`src/hdl/assert_macros.svh`:
```
// assertion macros used by the top-level rtl file
`ifndef ASSERT_MACROS_SVH
`define ASSERT_MACROS_SVH
// implication checked every clock, disabled in reset
`define ASSERT_IMPL(label, clk, rst, a, c) \
  label: assert property (@(posedge clk) disable iff (rst) (a) |-> (c)) \
    else $error("assertion failed");
// next-cycle implication
`define ASSERT_NEXT(label, clk, rst, a, c) \
  label: assert property (@(posedge clk) disable iff (rst) (a) |=> (c)) \
    else $error("assertion failed");
`endif

```
`src/hdl/mme_pkg.sv`:
```
// package: types, constants and arithmetic helpers of the modulation matrix engine
package mme_pkg;
  localparam int NUM_SOURCES_DEF = 32;
  localparam int NUM_DESTS_DEF = 32;
  localparam int FIXED_ROUTES_DEF = 10;
  localparam int MATRIX_ROUTES_DEF = 16;
  localparam int ROUTE_DEPTH = 32;
  localparam int TUNE_DEPTH = 16;

  localparam logic [1:0] OP_SRC = 2'd0;
  localparam logic [1:0] OP_ROUTE = 2'd1;
  localparam logic [1:0] OP_TUNE = 2'd2;
  localparam logic [1:0] OP_COMPUTE = 2'd3;

  localparam logic signed [23:0] QMAX = 24'sh7fffff;
  localparam logic signed [23:0] QMIN = -24'sh800000;
  localparam logic signed [23:0] QONE = 24'sd65536;

  typedef struct packed {
    logic [1:0] opcode;
    logic [4:0] slot;
    logic signed [23:0] sample_value;
    logic [4:0] route_source;
    logic [4:0] route_via_source;
    logic signed [23:0] route_via_amount;
    logic signed [23:0] route_amount;
    logic [4:0] route_dest;
  } in_item_t;

  typedef struct packed {
    logic [4:0] dest_index;
    logic signed [23:0] dest_value;
    logic last;
  } out_item_t;

  typedef struct packed {
    logic [4:0] src;
    logic [4:0] via;
    logic signed [23:0] via_amt;
    logic signed [23:0] amt;
    logic [4:0] dst;
  } route_t;

  function automatic logic signed [23:0] sat24(input logic signed [49:0] v);
    logic signed [23:0] r;
    if (v > 50'sd8388607) r = QMAX;
    else if (v < -50'sd8388608) r = QMIN;
    else r = v[23:0];
    return r;
  endfunction

  // round half up, floor shift, saturate
  function automatic logic signed [23:0] qround(input logic signed [47:0] p);
    logic signed [48:0] s;
    s = 49'(p) + 49'sd32768;
    return sat24(50'(s >>> 16));
  endfunction

  function automatic route_t fixed_route(input logic [4:0] i);
    route_t r;
    r = '0;
    case (i)
      5'd0: begin r.src = 5'd1; r.amt = 24'sd5461; r.dst = 5'd0; end
      5'd1: begin r.src = 5'd2; r.amt = 24'sd1092; r.dst = 5'd0; end
      5'd2: begin r.src = 5'd2; r.amt = 24'sd32768; r.dst = 5'd1; end
      5'd3: begin r.src = 5'd3; r.amt = 24'sd65536; r.dst = 5'd16; end
      5'd4: begin r.src = 5'd3; r.amt = 24'sd65536; r.dst = 5'd17; end
      5'd5: begin r.src = 5'd4; r.dst = 5'd16; end
      5'd6: begin r.src = 5'd4; r.dst = 5'd17; end
      5'd7: begin r.src = 5'd5; r.dst = 5'd4; end
      5'd8: begin r.src = 5'd6; r.dst = 5'd5; end
      5'd9: begin r.src = 5'd7; r.dst = 5'd6; end
      default: r = '0;
    endcase
    return r;
  endfunction
endpackage

```
`src/hdl/mme_route_mem.sv`:
```
// route memory with reset sweep to the fixed defaults
module mme_route_mem (
  input  logic clk,
  input  logic rst,
  input  logic we,
  input  logic [4:0] waddr,
  input  mme_pkg::route_t wdata,
  input  logic [4:0] raddr,
  output mme_pkg::route_t rdata,
  output logic busy
);
  mme_pkg::route_t mem [mme_pkg::ROUTE_DEPTH];
  logic [5:0] sweep;

  always_ff @(posedge clk) begin
    if (rst) sweep <= '0;
    else if (!sweep[5]) sweep <= sweep + 6'd1;
  end
  assign busy = !sweep[5];

  always_ff @(posedge clk) begin
    if (busy) mem[sweep[4:0]] <= mme_pkg::fixed_route(sweep[4:0]);
    else if (we) mem[waddr] <= wdata;
    rdata <= mem[raddr];
  end
endmodule

```
`config.mk`:
```
export PLATFORM = sky130hd
export DESIGN_NAME = mme_route_mem
export DESIGN_NICKNAME = d
export VERILOG_FILES = /design/src/hdl/assert_macros.svh /design/src/hdl/mme_pkg.sv /design/src/hdl/mme_route_mem.sv
export SDC_FILE = /design/constraint.sdc
export NUM_CORES = 2
export LEC_CHECK = 0
export BUFFER_PORTS_ARGS = -buffer_cell sky130_fd_sc_hd__clkbuf_2
export CORE_ASPECT_RATIO = 0.9
export CORE_MARGIN = 8
export CORE_UTILIZATION = 50
export DETAILED_ROUTE_END_ITERATION = 10
export PLACE_DENSITY_LB_ADDON = 0.3
export SLEW_MARGIN = 20
export SYNTH_ARGS = -nofsm -noshare
export SYNTH_HDL_FRONTEND = slang
export SYNTH_SLANG_ARGS = --single-unit
```
`constraint.sdc`:
```
create_clock -name clk -period 5.8 [get_ports clk]
set_clock_uncertainty 0.2 [all_clocks]
set_input_delay 0.29 -clock clk [delete_from_list [all_inputs] [get_ports clk]]
set_output_delay 0.29 -clock clk [all_outputs]
set_load 0.01 [all_outputs]
```
* Yosys cells after proc, flatten, opt, wreduce, memory -nomap -nowiden
Memory sizes are Yosys's and may differ from the RTL's. A register that Yosys moved wholly into a read port is not among the register bits.
Cells that the tools add are included.
W data, S select, Z words.
** Operators by class
- Add/sub/neg operators :: 1
- Eq/ne operators :: 9
- Mux-type cells :: 15
- Reduce and logical (&&, ||, !) cells :: 8
** Operators with widths (count)
- $pmux W17 S4 :: 1
- $mux W63 :: 1
- $reduce_or A63 Y1 :: 1
- $pmux W5 S6 :: 1
- $mux W29 :: 1
- $mux W24 :: 1
- $pmux W3 S7 :: 1
- $eq A5 B3 Y1 const B :: 4
- $mux W5 :: 3
- $eq A5 B2 Y1 const B :: 2
- $eq A5 B4 Y1 const B :: 2
- $reduce_or A2 Y1 :: 5
- $add A6 B1 Y6 const B :: 1
- $mux W6 :: 1
- $eq A5 B1 Y1 const B :: 1
- $logic_not A5 Y1 :: 1
- $mux W1 :: 5
- $logic_not A1 Y1 :: 1
** Storage, ports and cells
- Bits in registers :: 6
- RAM bits :: 2016
- Input port bits :: 76
- Output and inout port bits :: 64
- Memories :: 1
** Memory list
- mem :: words 32, bits a word 63, read ports 1, clocked after Yosys merged registers in 1, write ports 1, line mme_route_mem.sv:12 : mme_pkg::route_t mem [mme_pkg::ROUTE_DEPTH];

* Logic depth before layout (Yosys ltp)
- Word-level depth :: 5
- Mapped depth :: 9
- Gate-level depth less buffers :: 6

* Worst setup path after synthesis
OpenSTA, ideal clock, no wires.
- Kind :: input-to-reg
- Start :: input we
- End :: memory mem[16][0] in the netlist's numbering, enable pin
- Arrival time :: 3.983 ns
- Setup slack :: 1.133 ns
- Stages :: 6
- Path through :: clkbuf_1 > and2_1 > clkbuf_1 > mux2i_1 > nand2_1 > nor2_1
** On the way
- Longest elaborated chain between the ends :: 5
** Ends and longest elaborated chain
- from (decl) :: line mme_route_mem.sv:5 : input logic we,
- $mux W1 (*) :: line mme_route_mem.sv:23 : else if (we) mem[waddr] <= wdata;
- $mux W1 (*) :: line mme_route_mem.sv:22 : if (busy) mem[sweep[4:0]] <= mme_pkg::fixed_route(sweep[4:0]);
- $mux W1 (not written as such) (*) :: line mme_route_mem.sv:23
- $reduce_or A63 Y1 (no source line)
- $mux W5 (no source line) / $mux W1 (equally long branches)
- to (decl) :: line mme_route_mem.sv:12
Mark *: on every way between the ends. The rest lies on a longest branch, timed or not.

* Worst setup path after layout
- Start :: register sweep[5]
- End :: memory mem[8][31] in the netlist's numbering, enable pin
** On the way
- Longest elaborated chain between the ends :: 4
** Ends and longest elaborated chain
- from (decl) :: line mme_route_mem.sv:13 : logic [5:0] sweep;
- from (signal assigned) :: line mme_route_mem.sv:17 : else if (!sweep[5]) sweep <= sweep + 6'd1;
- $mux W1 :: line mme_route_mem.sv:22
- $mux W1 (not written as such) :: line mme_route_mem.sv:23
- $reduce_or A63 Y1 (no source line)
- $mux W5 (no source line) / $mux W1 (equally long branches)
Parallel ways exist; a longest one is shown, timed or not.

==> results.sh <==
export IMPL_fp_dieW_um=433
export IMPL_clk_pin_slew_worst_paths_ns=0.06
export IMPL_crit_buf_inv=2
export IMPL_synth_main_ff_cell="edfxtp_1"
export IMPL_seq_area_frac_synth_pct=79.3
export IMPL_power_density_nw_per_um2=348
export IMPL_synth_seq_cells=2085
export IMPL_yosysTopAreaCell="edfxtp_1"
export IMPL_worstSetupEndpointType="flop"
export IMPL_drive_above_1_share_pct=26.7
export IMPL_post_synth_top_count_cell="edfxtp_1"
export IMPL_syn_area_um2=78100
export IMPL_p_int_mw=24.3
export IMPL_max_freq_mhz=231
export IMPL_nFillCells=11200
export IMPL_whs_path_depth=2
export IMPL_drc=0
export IMPL_pin_count=140
export IMPL_area_growth_pct=13.3
export IMPL_fin_crit_sh_pct=74.7
export IMPL_synth_edf_count=2016
export IMPL_setup_tns_final_ns=0
export IMPL_drv_slew=0
export IMPL_drtAntennaViolNets=0
export IMPL_die_area_um2=169000
export IMPL_cp_depth=6
export IMPL_path_cells="buf_4 -> nand2_1 -> o31ai_1 -> nand2_1 -> nor2_4 -> buf_12"
export IMPL_num_rows=137
export IMPL_antenna_found_initial=1
export IMPL_tightestPinTransition_ns=1.18
export IMPL_fin_crit_ns=4.33
export IMPL_cp_slowest_stage_delay_ns=0.92
export IMPL_utilization_pct=57.0
export IMPL_vias=38200
export IMPL_portBuffers=139
export IMPL_routed_wl_mm=196
export IMPL_whs_endpoint="mem[17][19]"
export IMPL_nNetsFinal=3854
export IMPL_cts_tree="built"
export IMPL_power_frac_comb_pct=4.6
export IMPL_max_slew_margin_rel_pct=20.7
export IMPL_arrival_ns=4.60
export IMPL_swShare_pct=21.2
export IMPL_htree_levels=4
export IMPL_ir_worst_vdd_v=0.000300
export IMPL_regToRegEndpoint="mem[8][31]"
export IMPL_synth_top_area_share_pct=77.5
export IMPL_path_class="reg -> reg"
export IMPL_dp_hpwl_mm=112
export IMPL_p_leak_nw=26.7
export IMPL_multiInputGateArea_um2=15500
export IMPL_viasPerCell=6.33
export IMPL_synthTopCellsByCount="edfxtp_1 (2,016), mux4_2 (437), o22ai_1 (177)"
export IMPL_cts_buffers=200
export IMPL_cp_top_family="simple AND/OR/NAND/NOR gates"
export IMPL_syn_nets=3560
export IMPL_cts_setup_buffers=0
export IMPL_drt_pass1_iterations=5
export IMPL_grt_start_max_net_pins=122
export IMPL_grt_pass1_wl_mm=279
export IMPL_gp_congestion=0.812
export IMPL_cts_buffer_depth=3
export IMPL_switching_power_mw=6.52
export IMPL_drtIter0Drc=4846
export IMPL_synth_async_sr_flop_share_pct=0
export IMPL_ys_warn_count=0
export IMPL_grt_pass1_vias=37700
export IMPL_regArea_um2=61900
export IMPL_clockRootBuffer="clkbuf_16"
export IMPL_crit_fanout=61
export IMPL_setup_violations=0
export IMPL_synth_avg_cell_area_um2=22.4
export IMPL_synth_area_leaders="edfxtp_1 (78%), mux4_2 (13%), dfxtp_1 (1.8%)"
export IMPL_syn_instance_count=3480
export IMPL_rsz0062_at_grt="false"
export IMPL_crit_top_cell="nand2_1"
export IMPL_crit_path_top_delay_cell="nor2_4"
export IMPL_min_from="wdata[19]"
export IMPL_power_frac_seq_pct=54.5
export IMPL_cts_sinks=2085
export IMPL_cts_hold_buf=26
export IMPL_startpoint_type="flop"
export IMPL_start_util_pct=50.4
export IMPL_synth_cell_types=51
export IMPL_detail_route_wl_per_cell_um=32.5
export IMPL_cts_resized_gates=0
export IMPL_max_cap_violations=0
export IMPL_p_clk_share_pct=40.9
export IMPL_hold_path_class="in -> reg"
export IMPL_r2r_slack_ns=1.47
export IMPL_clock_latency_ns=0.81
export IMPL_overflow=0
export IMPL_die_y_um=391
export IMPL_core_area_um2=155000
export IMPL_status="completed"
export IMPL_cp_required_ns=6.07
export IMPL_track_usage_pct=22.9
export IMPL_reg2reg_from="sweep[5]"
export IMPL_reg2reg_depth=6
export IMPL_hold_viol_final=0
[power by group through the flow]
stage                     sequential (mW)  combinational [mW]  clock (mW)
after floorplan                      17.1               0.842           0
after global placement               17.1                1.40           0
after detailed placement             17.1                1.41           0
after CTS                            16.8                1.43        12.8
after global routing                 16.8                1.50        13.3
final                                16.8                1.42        12.6
[worst max-delay path by stage]
stage,startpoint,endpoint,slack [ns]
floorplan,we,mem[16][0],1.13
global placement,sweep[5],mem[8][61],1.51
detailed placement,sweep[5],mem[8][61],1.50
CTS,sweep[5],mem[8][47],1.47
global route,sweep[5],mem[8][15],1.36
finish,sweep[5],mem[8][31],1.47
[per-stage QoR]
stage / setup slack [ns] / cells / hold slack (ns) / area (um^2) / total power, mW
3_5_place_dp: 1.50 / 5629 / 0.354 / 81900 / 18.5
6_report: 1.47 / 6029 / 0.00489 / 88500 / 30.8
5_1_grt: 1.36 / 6028 / 0.00699 / 88500 / 31.6
2_1_floorplan: 1.13 / 3480 / 0.159 / 78100 / 17.9
3_3_place_gp: 1.51 / 5629 / 0.358 / 81900 / 18.5
4_1_cts: 1.47 / 6026 / 0.00195 / 88400 / 31.0
[kinds of logic (layout without fill, tap and decap cells)]
group / count (synthesis) / count (layout) / share of synthesized area, %
compound gates: 317 / 317 / 2.71
xor+xnor: 5 / 5 / 0.0561
fa+ha+maj: 4 / 4 / 0.0641
buf+inv: 201 / 664 / 1.42
flops: 2085 / 2085 / 79.3
mux: 584 / 584 / 14.5
other cells: 0 / 1 / 0
simple gates: 284 / 284 / 1.98
[area by class of cell]
class,instances,area share [%]
sequential,2085,70.0
multi-input combinational,1194,17.5
clock buffer,283,6.20
tap,2085,2.95
timing repair buffer,289,2.45
clock inverter,88,0.925
inverter,4,0.0170
antenna,1,0.00283
[routing by layer]
layer | wire (um) | track usage (%) | vias up
met5 | 13 | 0 | -
met2 | 93000 | 35.7 | 1977
met1 | 80000 | 33.6 | 20500
met3 | 17800 | 4.12 | 259
li1 | - | - | 15400
met4 | 5120 | 6.42 | 2
[sequential cells by signal, indices dropped and copies added (netlist names)]
| name | flops |
|---|---|
| sweep | 6 |
| mem | 2016 |
| rdata | 63 |
[cells in the final DEF (no fill, tap or decap), types with 27 or more instances in the layout]
cell,synthesis,final
a22oi_1,78,78
and3_1,49,27
buf_4,42,104
clkbuf_1,61,69
clkbuf_16,0,203
clkbuf_2,0,134
clkinv_1,0,35
clkinv_2,0,27
dfxtp_1,69,68
dlygate4sd3_1,0,27
edfxtp_1,2016,2016
mux2i_1,138,138
mux4_2,437,437
nand2_1,37,35
nor2_4,0,32
nor4_1,49,49
o22ai_1,177,177
Power figures use the tool's default switching activity.
