### src/hdl/assert_macros.svh
// assertion macros used by the top-level rtl file
`ifndef ASSERT_MACROS_SVH
`define ASSERT_MACROS_SVH
// implication checked every clock, disabled in reset
`define ASSERT_IMPL(label, clk, rst, a, c) \
  label: assert property (@(posedge clk) disable iff (rst) (a) |-> (c)) \
    else $error("assertion failed");
// next-cycle implication
`define ASSERT_NEXT(label, clk, rst, a, c) \
  label: assert property (@(posedge clk) disable iff (rst) (a) |=> (c)) \
    else $error("assertion failed");
`endif

### src/hdl/mme_vec_mem.sv
// generic 24-bit memory, one write and one registered read port
module mme_vec_mem #(
  parameter int DEPTH = 32
) (
  input  logic clk,
  input  logic we,
  input  logic [$clog2(DEPTH)-1:0] waddr,
  input  logic signed [23:0] wdata,
  input  logic [$clog2(DEPTH)-1:0] raddr,
  output logic signed [23:0] rdata
);
  logic signed [23:0] mem [DEPTH];
  always_ff @(posedge clk) begin
    if (we) mem[waddr] <= wdata;
    rdata <= mem[raddr];
  end
endmodule
### config.mk
export PLATFORM = sky130hd
export DESIGN_NAME = mme_vec_mem
export DESIGN_NICKNAME = d
export VERILOG_FILES = /design/src/hdl/assert_macros.svh /design/src/hdl/mme_vec_mem.sv
export SDC_FILE = /design/constraint.sdc
export NUM_CORES = 1
export LEC_CHECK = 0
export ABC_AREA = 1
export CORE_MARGIN = 1.5
export CORE_UTILIZATION = 45
export DETAILED_ROUTE_END_ITERATION = 12
export DONT_BUFFER_PORTS = 1
export PLACE_DENSITY_LB_ADDON = 0.08
export SYNTH_ARGS = -nofsm -noshare
export SYNTH_HDL_FRONTEND = slang
export SYNTH_SLANG_ARGS = --single-unit
### constraint.sdc
create_clock -name clk -period 5.9 [get_ports clk]
set_input_delay 1.18 -clock clk [delete_from_list [all_inputs] [get_ports clk]]
set_output_delay 1.18 -clock clk [all_outputs]
set_load 0.02 [all_outputs]
=== Word-level counts from Yosys, hierarchy flattened ===
Memory sizes are Yosys's and may differ from the RTL's. A register that Yosys moved wholly into a read port is not among the register bits.
Index checks and enable logic that the tools add are counted.

* Bits in registers: 0
* Memory bits (writable): 768
* Input port bits: 36
* Output and inout port bits: 24
* Logic and storage cells: 3
* Memories kept: 1

{| class="wikitable"
|+ Memories
! memory !! depth !! width !! rd ports !! clocked after Yosys merged registers in !! wr ports !! RTL line !! text
|-
| mem || 32 || 24 || 1 || 1 || 1 || mme_vec_mem.sv:12 || <nowiki>logic signed [23:0] mem [DEPTH];</nowiki>
|}

* Muxes and demuxes: 2

{| class="wikitable"
|+ Operator list
! kind !! count
|-
| 2-to-1 mux 1 bit || 2
|}

=== Longest topological paths before layout ===
Gate-level depths: netlist of the first run.

* Depth in word-level cells: 2
* Depth in mapped cells: 12
* Mapped depth without buffers: 9

=== Worst setup path before layout of the first run ===
OpenSTA, ideal clock, no wires.

* Path kind: input port to flip-flop
* Start: input waddr[0]
* End: memory mem[0][0] (enable)
* Setup time: 0.405 ns
* Arrival time: 2.505 ns
* Required time: 5.495 ns
* Path slack: 2.990 ns
* Cell stages on the path: 3
* Path buffers: 0
* Cells stage by stage: inv_1 nand3_1 nor2_1

{| class="wikitable"
|+ RTL lines
! item !! RTL line !! text
|-
| start: declaration || mme_vec_mem.sv:7 || <nowiki>input logic [$clog2(DEPTH)-1:0] waddr,</nowiki>
|-
| end: declaration || mme_vec_mem.sv:12 ||
|}

Straight into the memory's write port.

==> results of run 1 <==
==> power by group <==
group	leakage (nW)	internal [mW]	switching, mW
clock	1.26	2.97	2.13
combinational	4.18	0.147	0.335
sequential	7.12	6.25	0.0650
==> area by class of cell <==
cell class | count | area, sq um
fill | 6182 | 34900
sequential | 792 | 23500
multi-input combinational | 1700 | 7360
clock buffer | 112 | 2290
tap | 940 | 1180
clock inverter | 36 | 315
timing repair buffer | 32 | 265
inverter | 10 | 61.3
antenna | 1 | 2.50
==> worst max path at each step <==
stage | start | end | slack [ns]
2_1_floorplan | waddr[0] | mem[0][0]$_DFFE_PP_ | 2.99
3_3_place_gp | raddr[0] | rdata[16]$_DFF_P_ | 2.33
3_5_place_dp | raddr[0] | rdata[16]$_DFF_P_ | 2.30
4_1_cts | raddr[0] | rdata[16]$_DFF_P_ | 2.95
5_1_grt | raddr[0] | rdata[16]$_DFF_P_ | 2.83
6_report | raddr[0] | rdata[11]$_DFF_P_ | 3.04
==> through the flow <==
step / setup WS (ns) / std cells / power [mW] / instance area, sq um / utilization
2_1_floorplan: 2.99 / 2665 / 6.84 / 31800 / -
3_3_place_gp: 2.33 / 3474 / 6.92 / 32400 / 0.464
3_5_place_dp: 2.30 / 3474 / 6.92 / 32400 / 0.464
4_1_cts: 2.95 / 3622 / 12.0 / 35000 / 0.501
5_1_grt: 2.83 / 3622 / 12.2 / 35000 / 0.501
6_report: 3.04 / 3623 / 11.9 / 35000 / 0.501
==> flip-flops by register name (all words and copies together), names as in the netlist <==
name and count:
mem 768, rdata 24
==> kinds of logic after synthesis <==
family	after synthesis
buffers and inverters	173
and+or+nand+nor	1700
DFF	792
==> cells in the final DEF, fill, tap and decap left out, drive strengths merged <==
master / netlist / routed
bufinv: 0 / 6
edfxtp: 768 / 768
clkinvlp: 0 / 2
inv: 10 / 9
nand2: 1080 / 1080
clkbuf: 13 / 112
dfxtp: 24 / 24
clkinv: 0 / 29
buf: 150 / 32
nor2: 32 / 32
diode: 0 / 1
nand3: 588 / 588
==> cells in the mapped netlist, drive strengths merged <==
library cell  instances
nand2              1080
edfxtp              768
nand3               588
buf                 150
nor2                 32
dfxtp                24
clkbuf               13
inv                  10
==> metal layers <==
layer / GRT usage / vias to the layer above / wire length (um)
met5: 0 / - / 0
met4: 0.0755 / 0 / 2420
met3: 0.0485 / 138 / 6350
met2: 0.394 / 668 / 41400
met1: 0.365 / 9910 / 40300
li1: - / 9215 / -
==> run metrics, run 1 <==
outcome finished clean; Final Wtd Congestion approximately 0.78; Worst R2R Start mem[4][10]$_DFFE_PP_; core box area between 0.06 and 0.07 sq mm; worst min path class in2reg; Residual DRC 0; yosys synthesis warning count 0; worst path cell trace clkinv_8 -> buf_12 -> nand2_1 -> nand3_1 -> nand3_1 -> nand2_1 -> nand2_1 -> nand2_1 -> nand2_1 -> nand2_1; Syn-to-layout area delta 10.2%; synth unique cells 14; Synth Area in Compound Gates 0; routed len/inst 25.0 um; number of global-route vias before repair between 15000 and 20000; peak supply drop 225 uV; min cycle time layout 2.86 ns; Leak Pwr 12.6 nW; DIE HEIGHT 269 um; #FFs+latches synth 792; grt ovf 0; clock sink count 792; register area share after synthesis 0.741; Syn Std Cell Area 0.0318 sq mm; Synth area leaders edfxtp_1, nand2_1, nand3_1; total track usage 0.254; DP HPWL 44.3 mm; post-synthesis mux area share 0; pin count of the biggest net entering global routing 386; Crit path top cell by count nand2_1; hold_buf cts 0; post-synth top area share 0.726; final period utilization 0.484; Initial Utilization 0.454; FF-to-FF setup slack around 4.5 ns; CP Data Arrival Time 3.28 ns; Clock Tree Buf Depth 3; die area 0.0722 sq mm; Post-Syn Nets roughly 2700; Slew Limit Fails 0; PortBufs 0; Post-Syn Instances between 2000 and 3000; Bufs and invs on worst path 2; Clock Skew 0.0123 ns; antenna viol nets, final 0; Die W 269 um; RR Endpoint rdata[10]$_DFF_P_; FP Rows 97; XOR/XNOR Fraction of Synth Area 0; CTS Buf Count 85; Critical Path End Type register; post-CTS setup buffer count 0; H-tree depth 3; clk_lat worst skew 0.63 ns; PD cells 340 mW/mm^2; starting DRC count in detailed routing between 2000 and 2500; # IOs 60; HP Start wdata[0]; critical path's top delay family buffers and inverters; Simple-Gate Fraction of Synth Area 0.224; Hold Vio Cnt, Final 0; Yosys top cell by area edfxtp_1; startpoint types input port; Reg clk slew, reported paths 0.06 ns; hold path cells 0; DRT Pass-1 Iters 7; CTS tree done; Slew headroom 0.132; share of layout cells above drive strength 1 0.0649; Min Hold Slack between 0.6 and 0.7 ns; area share of fa/ha/maj cells after synthesis 0; Crit Path Class in2reg; critical path's slowest cell buf_12; critical path peak fanout around 390; NumNets Final roughly 2700; clock root buffer clkbuf_16; CTS resizes 0; setup TNS 0 ns; f_max around 350 MHz; CP Depth 10; setup repair after global routing missed its margin no; WL final 90.5 mm; initial antenna violation count 2; worst slew pin tran 1.30 ns; Max-Cap Viols 0; Critical Path Max Stage Delay 0.53 ns; DR vias 19900; Via-to-Cell Ratio about 5.5; Worst Hold End mem[20][0]$_DFFE_PP_; main combinational cell family by area after synthesis simple AND/OR/NAND/NOR gates; first-pass GRT wire length 132 mm; R2R cell count 8; final setup violation count 0; Syn Area/Cell 11.9 sq um; Worst EP required about 6.3 ns
(Power assumes the default switching activity.)
==> inputs of run 2 (changes only) <==
- clock period: 5.9 -> 2.8 ns (I/O delays scaled with it)
==> run metrics, run 2 (synthesis results as in run 1) <==
HP Start wdata[14]; worst min path class in2reg; worst slew pin tran 1.21 ns; total track usage 0.256; antenna viol nets, final 0; routed len/inst 24.9 um; number of global-route vias before repair about 20000; critical path peak fanout 385; commonest non-fill, non-tap cell in the layout nand2_1; max reg flops between 700 and 800; Critical Path End Type register; die area slightly above 0.07 sq mm; largest registers mem: 768 flops, rdata: 24 flops; PortBufs 0; PD cells 705 mW/mm^2; Worst EP required 3.35 ns; outcome finished clean; CTS resizes 0; first-pass GRT wire length around 130 mm; setup repair after global routing missed its margin no; Reg with most FFs mem; Reg clk slew, reported paths 0.06 ns; GR met1 Demand/Resource 0.352; clock sink count 792; GR peak layer met2; Die W 269 um; Crit Path Class in2reg; grt met2 use 0.404; H-tree depth 3; WL final slightly above 90 mm; final setup violation count 0; Slew Limit Fails 0; Hold Vio Cnt, Final 0; Leak Pwr 12.9 nW; min cycle time layout 2.40 ns; grt ovf 0; pin count of the biggest net entering global routing 386; DR vias 20100; Max-Cap Viols 0; Clock Skew 0.0210 ns; multi-input logic area ~0.0074 sq mm; Power Total about 25 mW; most frequent cells in the layout nand2_1, edfxtp_1, nand3_1, clkbuf_16, buf_4; final setup margin 0.402 ns; clock root buffer clkbuf_16; CP Data Arrival Time roughly 3.0 ns; share of layout cells above drive strength 1 0.0844; Via-to-Cell Ratio 5.47; f_max 417 MHz; Worst R2R Start mem[29][16]$_DFFE_PP_; startpoint types input port; setup TNS 0 ns; met3 Resource Use GR 0.0542; hold_buf cts 0; initial antenna violation count 0; final period utilization 0.857; post-CTS setup buffer count 0; critical path launch point raddr[0]; FF/Latch Area around 0.024 sq mm; Clock Tree Buf Depth 3; Final Wtd Congestion 0.754; DRT Pass-1 Iters 5; Fill cells 6101; core box area about 0.07 sq mm; FP Rows 97; starting DRC count in detailed routing approximately 2000; Slew headroom 0.195; DIE HEIGHT around 270 um; Place WS 0.661 ns; Residual DRC 0; DP HPWL 47.6 mm; CTS Buf Count 84; clk_lat worst skew 0.62 ns; # IOs 60; NumNets Final 2707; peak supply drop 475 uV; Syn-to-layout area delta 12.5%; # diodes 0; Core Util, Final 0.511; Initial Utilization 0.454; CTS tree done
run 2: cell types whose count changed in the layout (fill, tap and decap cells not counted):
cell        previous run  this run
clkbuf_8               2        11
inv_2                  0         2
clkinv_2               9         7
inv_1                  6         5
buf_12                 2        26
clkinvlp_4             2         1
bufinv_16              6         5
clkinv_1              19         6
buf_4                 30        57
clkbuf_1              23        35
inv_6                  1         3
diode_2                1         0
inv_8                  1         0
clkbuf_16             87        85
run 2: report_power, final:
| part | total [mW] | switching [mW] | internal (mW) | leakage (nW) |
|---|---|---|---|---|
| clock | 10.8 | 4.43 | 6.35 | 1.28 |
| combinational | 1.05 | 0.691 | 0.360 | 4.52 |
| sequential | 13.3 | 0.171 | 13.2 | 7.12 |
run 2: worst max-delay path, cell delays in order:
cell and delay (ns):
clkinv_8 0.63, buf_12 0.29, buf_12 0.21, nand2_1 0.07, nand3_1 0.07, nand3_1 0.08
nand2_1 0.09, nand2_1 0.05, nand2_1 0.09, nand2_1 0.06, nand2_1 0.11
run 2: layout make-up:
cell class,instances,share of cell area
timing repair buffer,83,0.0265
multi-input combinational,1700,0.206
clock inverter,21,0.00651
clock buffer,131,0.0675
inverter,10,0.00161
sequential,792,0.659
tap,940,0.0329
run 2: stage by stage:
stage	instance area [sq um]	hold slack, ns	cells
after CTS	35700	0.00542	3677
final	35700	0.0346	3677
after global placement	33100	0.661	3525
after detailed placement	33100	0.661	3525
after global routing	35700	0.0102	3677
after floorplan	31800	0.659	2665
run 2: path summary, 6_finish.rpt:
path / slack (ns) / cells past startpoint / to
hold / removal: 0.03 / 0 / mem[29][14]$_DFFE_PP_
hold reg to reg: 0.75 / 8 / rdata[15]$_DFF_P_
setup / recovery: 0.40 / 11 / rdata[11]$_DFF_P_
setup reg to reg: 1.61 / 8 / rdata[16]$_DFF_P_
run 2: metal layers:
layer  part of all wire  vias up
li1                   -     9304
met1               0.43    10000
met2               0.46      667
met3              0.075      150
met4              0.034        0
met5                  0        -
==> inputs of run 3 (changes only) <==
- CORE_ASPECT_RATIO: not set -> 0.8
- CORE_UTILIZATION: 45 -> 61
==> run metrics, run 3 (synthesis results as in run 1) <==
die area 0.0535 sq mm; min cycle time layout 1.96 ns; grt ovf 0; commonest non-fill, non-tap cell in the layout nand2_1; PortBufs 0; max reg flops 768; worst slew pin tran 1.05 ns; Fill cells 3651; # diodes 0; routed len/inst 24.4 um; CTS resizes 0; startpoint types input port; first-pass GRT wire length 125 mm; largest registers mem: 768 flops, rdata: 24 flops; final setup margin 0.835 ns; Clock Tree Buf Depth 3; Critical Path End Type register; clk_lat worst skew 0.62 ns; number of global-route vias before repair 19700; f_max around 500 MHz; FF-to-FF setup slack 1.53 ns; outcome finished clean; Initial Utilization 0.620; core box area between 0.05 and 0.06 sq mm; # IOs 60; setup repair after global routing missed its margin no; total track usage 0.317; Slew Limit Fails 0; Reg with most FFs mem; Worst R2R Start mem[17][5]$_DFFE_PP_; final period utilization 0.702; Slew headroom 0.297; CTS tree done; hold_buf cts 0; Hold Vio Cnt, Final 0; WL final a little over 80 mm; peak supply drop ~570 uV; H-tree depth 3; Max-Cap Viols 0; CTS Buf Count 75; pin count of the biggest net entering global routing between 300 and 400; critical path launch point raddr[0]; DP HPWL 44.4 mm; share of layout cells above drive strength 1 0.0800; R2R cell count 8; Place WS 0.749 ns; DRT Pass-1 Iters 6; initial antenna violation count 3; RR Endpoint rdata[5]$_DFF_P_; antenna viol nets, final 0; Leak Pwr 12.8 nW; clock sink count slightly below 800; NumNets Final 2692; critical path peak fanout between 300 and 400; Worst EP required 3.35 ns; Final Wtd Congestion ~0.83; clock root buffer clkbuf_16; PD cells 688 mW/mm^2; most frequent cells in the layout nand2_1, edfxtp_1, nand3_1, clkbuf_16, buf_4; Die W between 200 and 300 um; crit path to rdata[5]$_DFF_P_; post-CTS setup buffer count 0; DR vias 20500; CP Data Arrival Time 2.52 ns; DIE HEIGHT 207 um; Reg clk slew, reported paths 0.06 ns; starting DRC count in detailed routing 2829; FP Rows 74; setup TNS 0 ns; Clock Skew 0.0171 ns; Via-to-Cell Ratio 6.02; Syn-to-layout area delta 10.4%; worst min path class in2reg; Residual DRC 0; final setup violation count 0; Crit Path Class in2reg
-- run 3: cell count changes in the layout (fill, tap and decap cells not counted), moves of 2 or more --
cell and delta:
inv_6 -2, bufinv_16 -4, clkbuf_16 -4, clkbuf_1 -9, buf_4 -5, clkinv_2 +6
clkbuf_8 -3
-- run 3: final cells by class --
type                       count  area [sq um]  share of cell area
sequential                   792         23500               0.671
multi-input combinational   1700          7360               0.210
clock buffer                 115          2230              0.0637
timing repair buffer          77           891              0.0254
tap                          684           856              0.0244
clock inverter                20           121             0.00346
inverter                      10          57.6             0.00164
-- run 3: per-stage QoR --
stage | total power [mW] | hold slack [ns] | std cells | area (sq um) | utilization
6_report | 24.1 | 0.0345 | 3398 | 35100 | 0.685
5_1_grt | 24.8 | 0.0131 | 3398 | 35100 | 0.685
4_1_cts | 24.2 | 0.00885 | 3398 | 35100 | 0.685
3_5_place_dp | 14.6 | 0.660 | 3263 | 32700 | 0.639
3_3_place_gp | 14.6 | 0.660 | 3263 | 32700 | 0.639
2_1_floorplan | 14.4 | 0.659 | 2665 | 31800 | -
-- run 3: worst min path at each step --
stage / slack [ns] / end / start / cells after the start
2_1_floorplan: 0.66 / mem[0][0]$_DFFE_PP_ / wdata[0] / 0
3_3_place_gp: 0.66 / mem[4][16]$_DFFE_PP_ / wdata[16] / 0
3_5_place_dp: 0.66 / mem[4][16]$_DFFE_PP_ / wdata[16] / 0
4_1_cts: 0.009 / mem[28][7]$_DFFE_PP_ / wdata[7] / 0
5_1_grt: 0.01 / mem[6][16]$_DFFE_PP_ / wdata[16] / 0
6_report: 0.03 / mem[4][16]$_DFFE_PP_ / wdata[16] / 0
-- run 3: report_power, final --
group / switching (mW) / internal [mW] / total (mW)
sequential: 0.125 / 13.2 / 13.3
combinational: 0.700 / 0.348 / 1.05
clock: 4.19 / 5.59 / 9.78
-- run 3: routing by layer --
metal	track usage	routed length [um]
met1	0.464	33400
met2	0.476	37700
met3	0.0718	9380
met4	0.105	2560
met5	0	0
-- run 3: worst max-delay path, cell delays in order --
cell and delay [ns]:
clkinv_8 0.45, buf_4 0.36, nand2_1 0.09, nand3_1 0.08, nand3_1 0.13, nand2_1 0.10, nand2_1 0.15, nand2_1 0.11
nand2_1 0.06, nand2_1 0.06
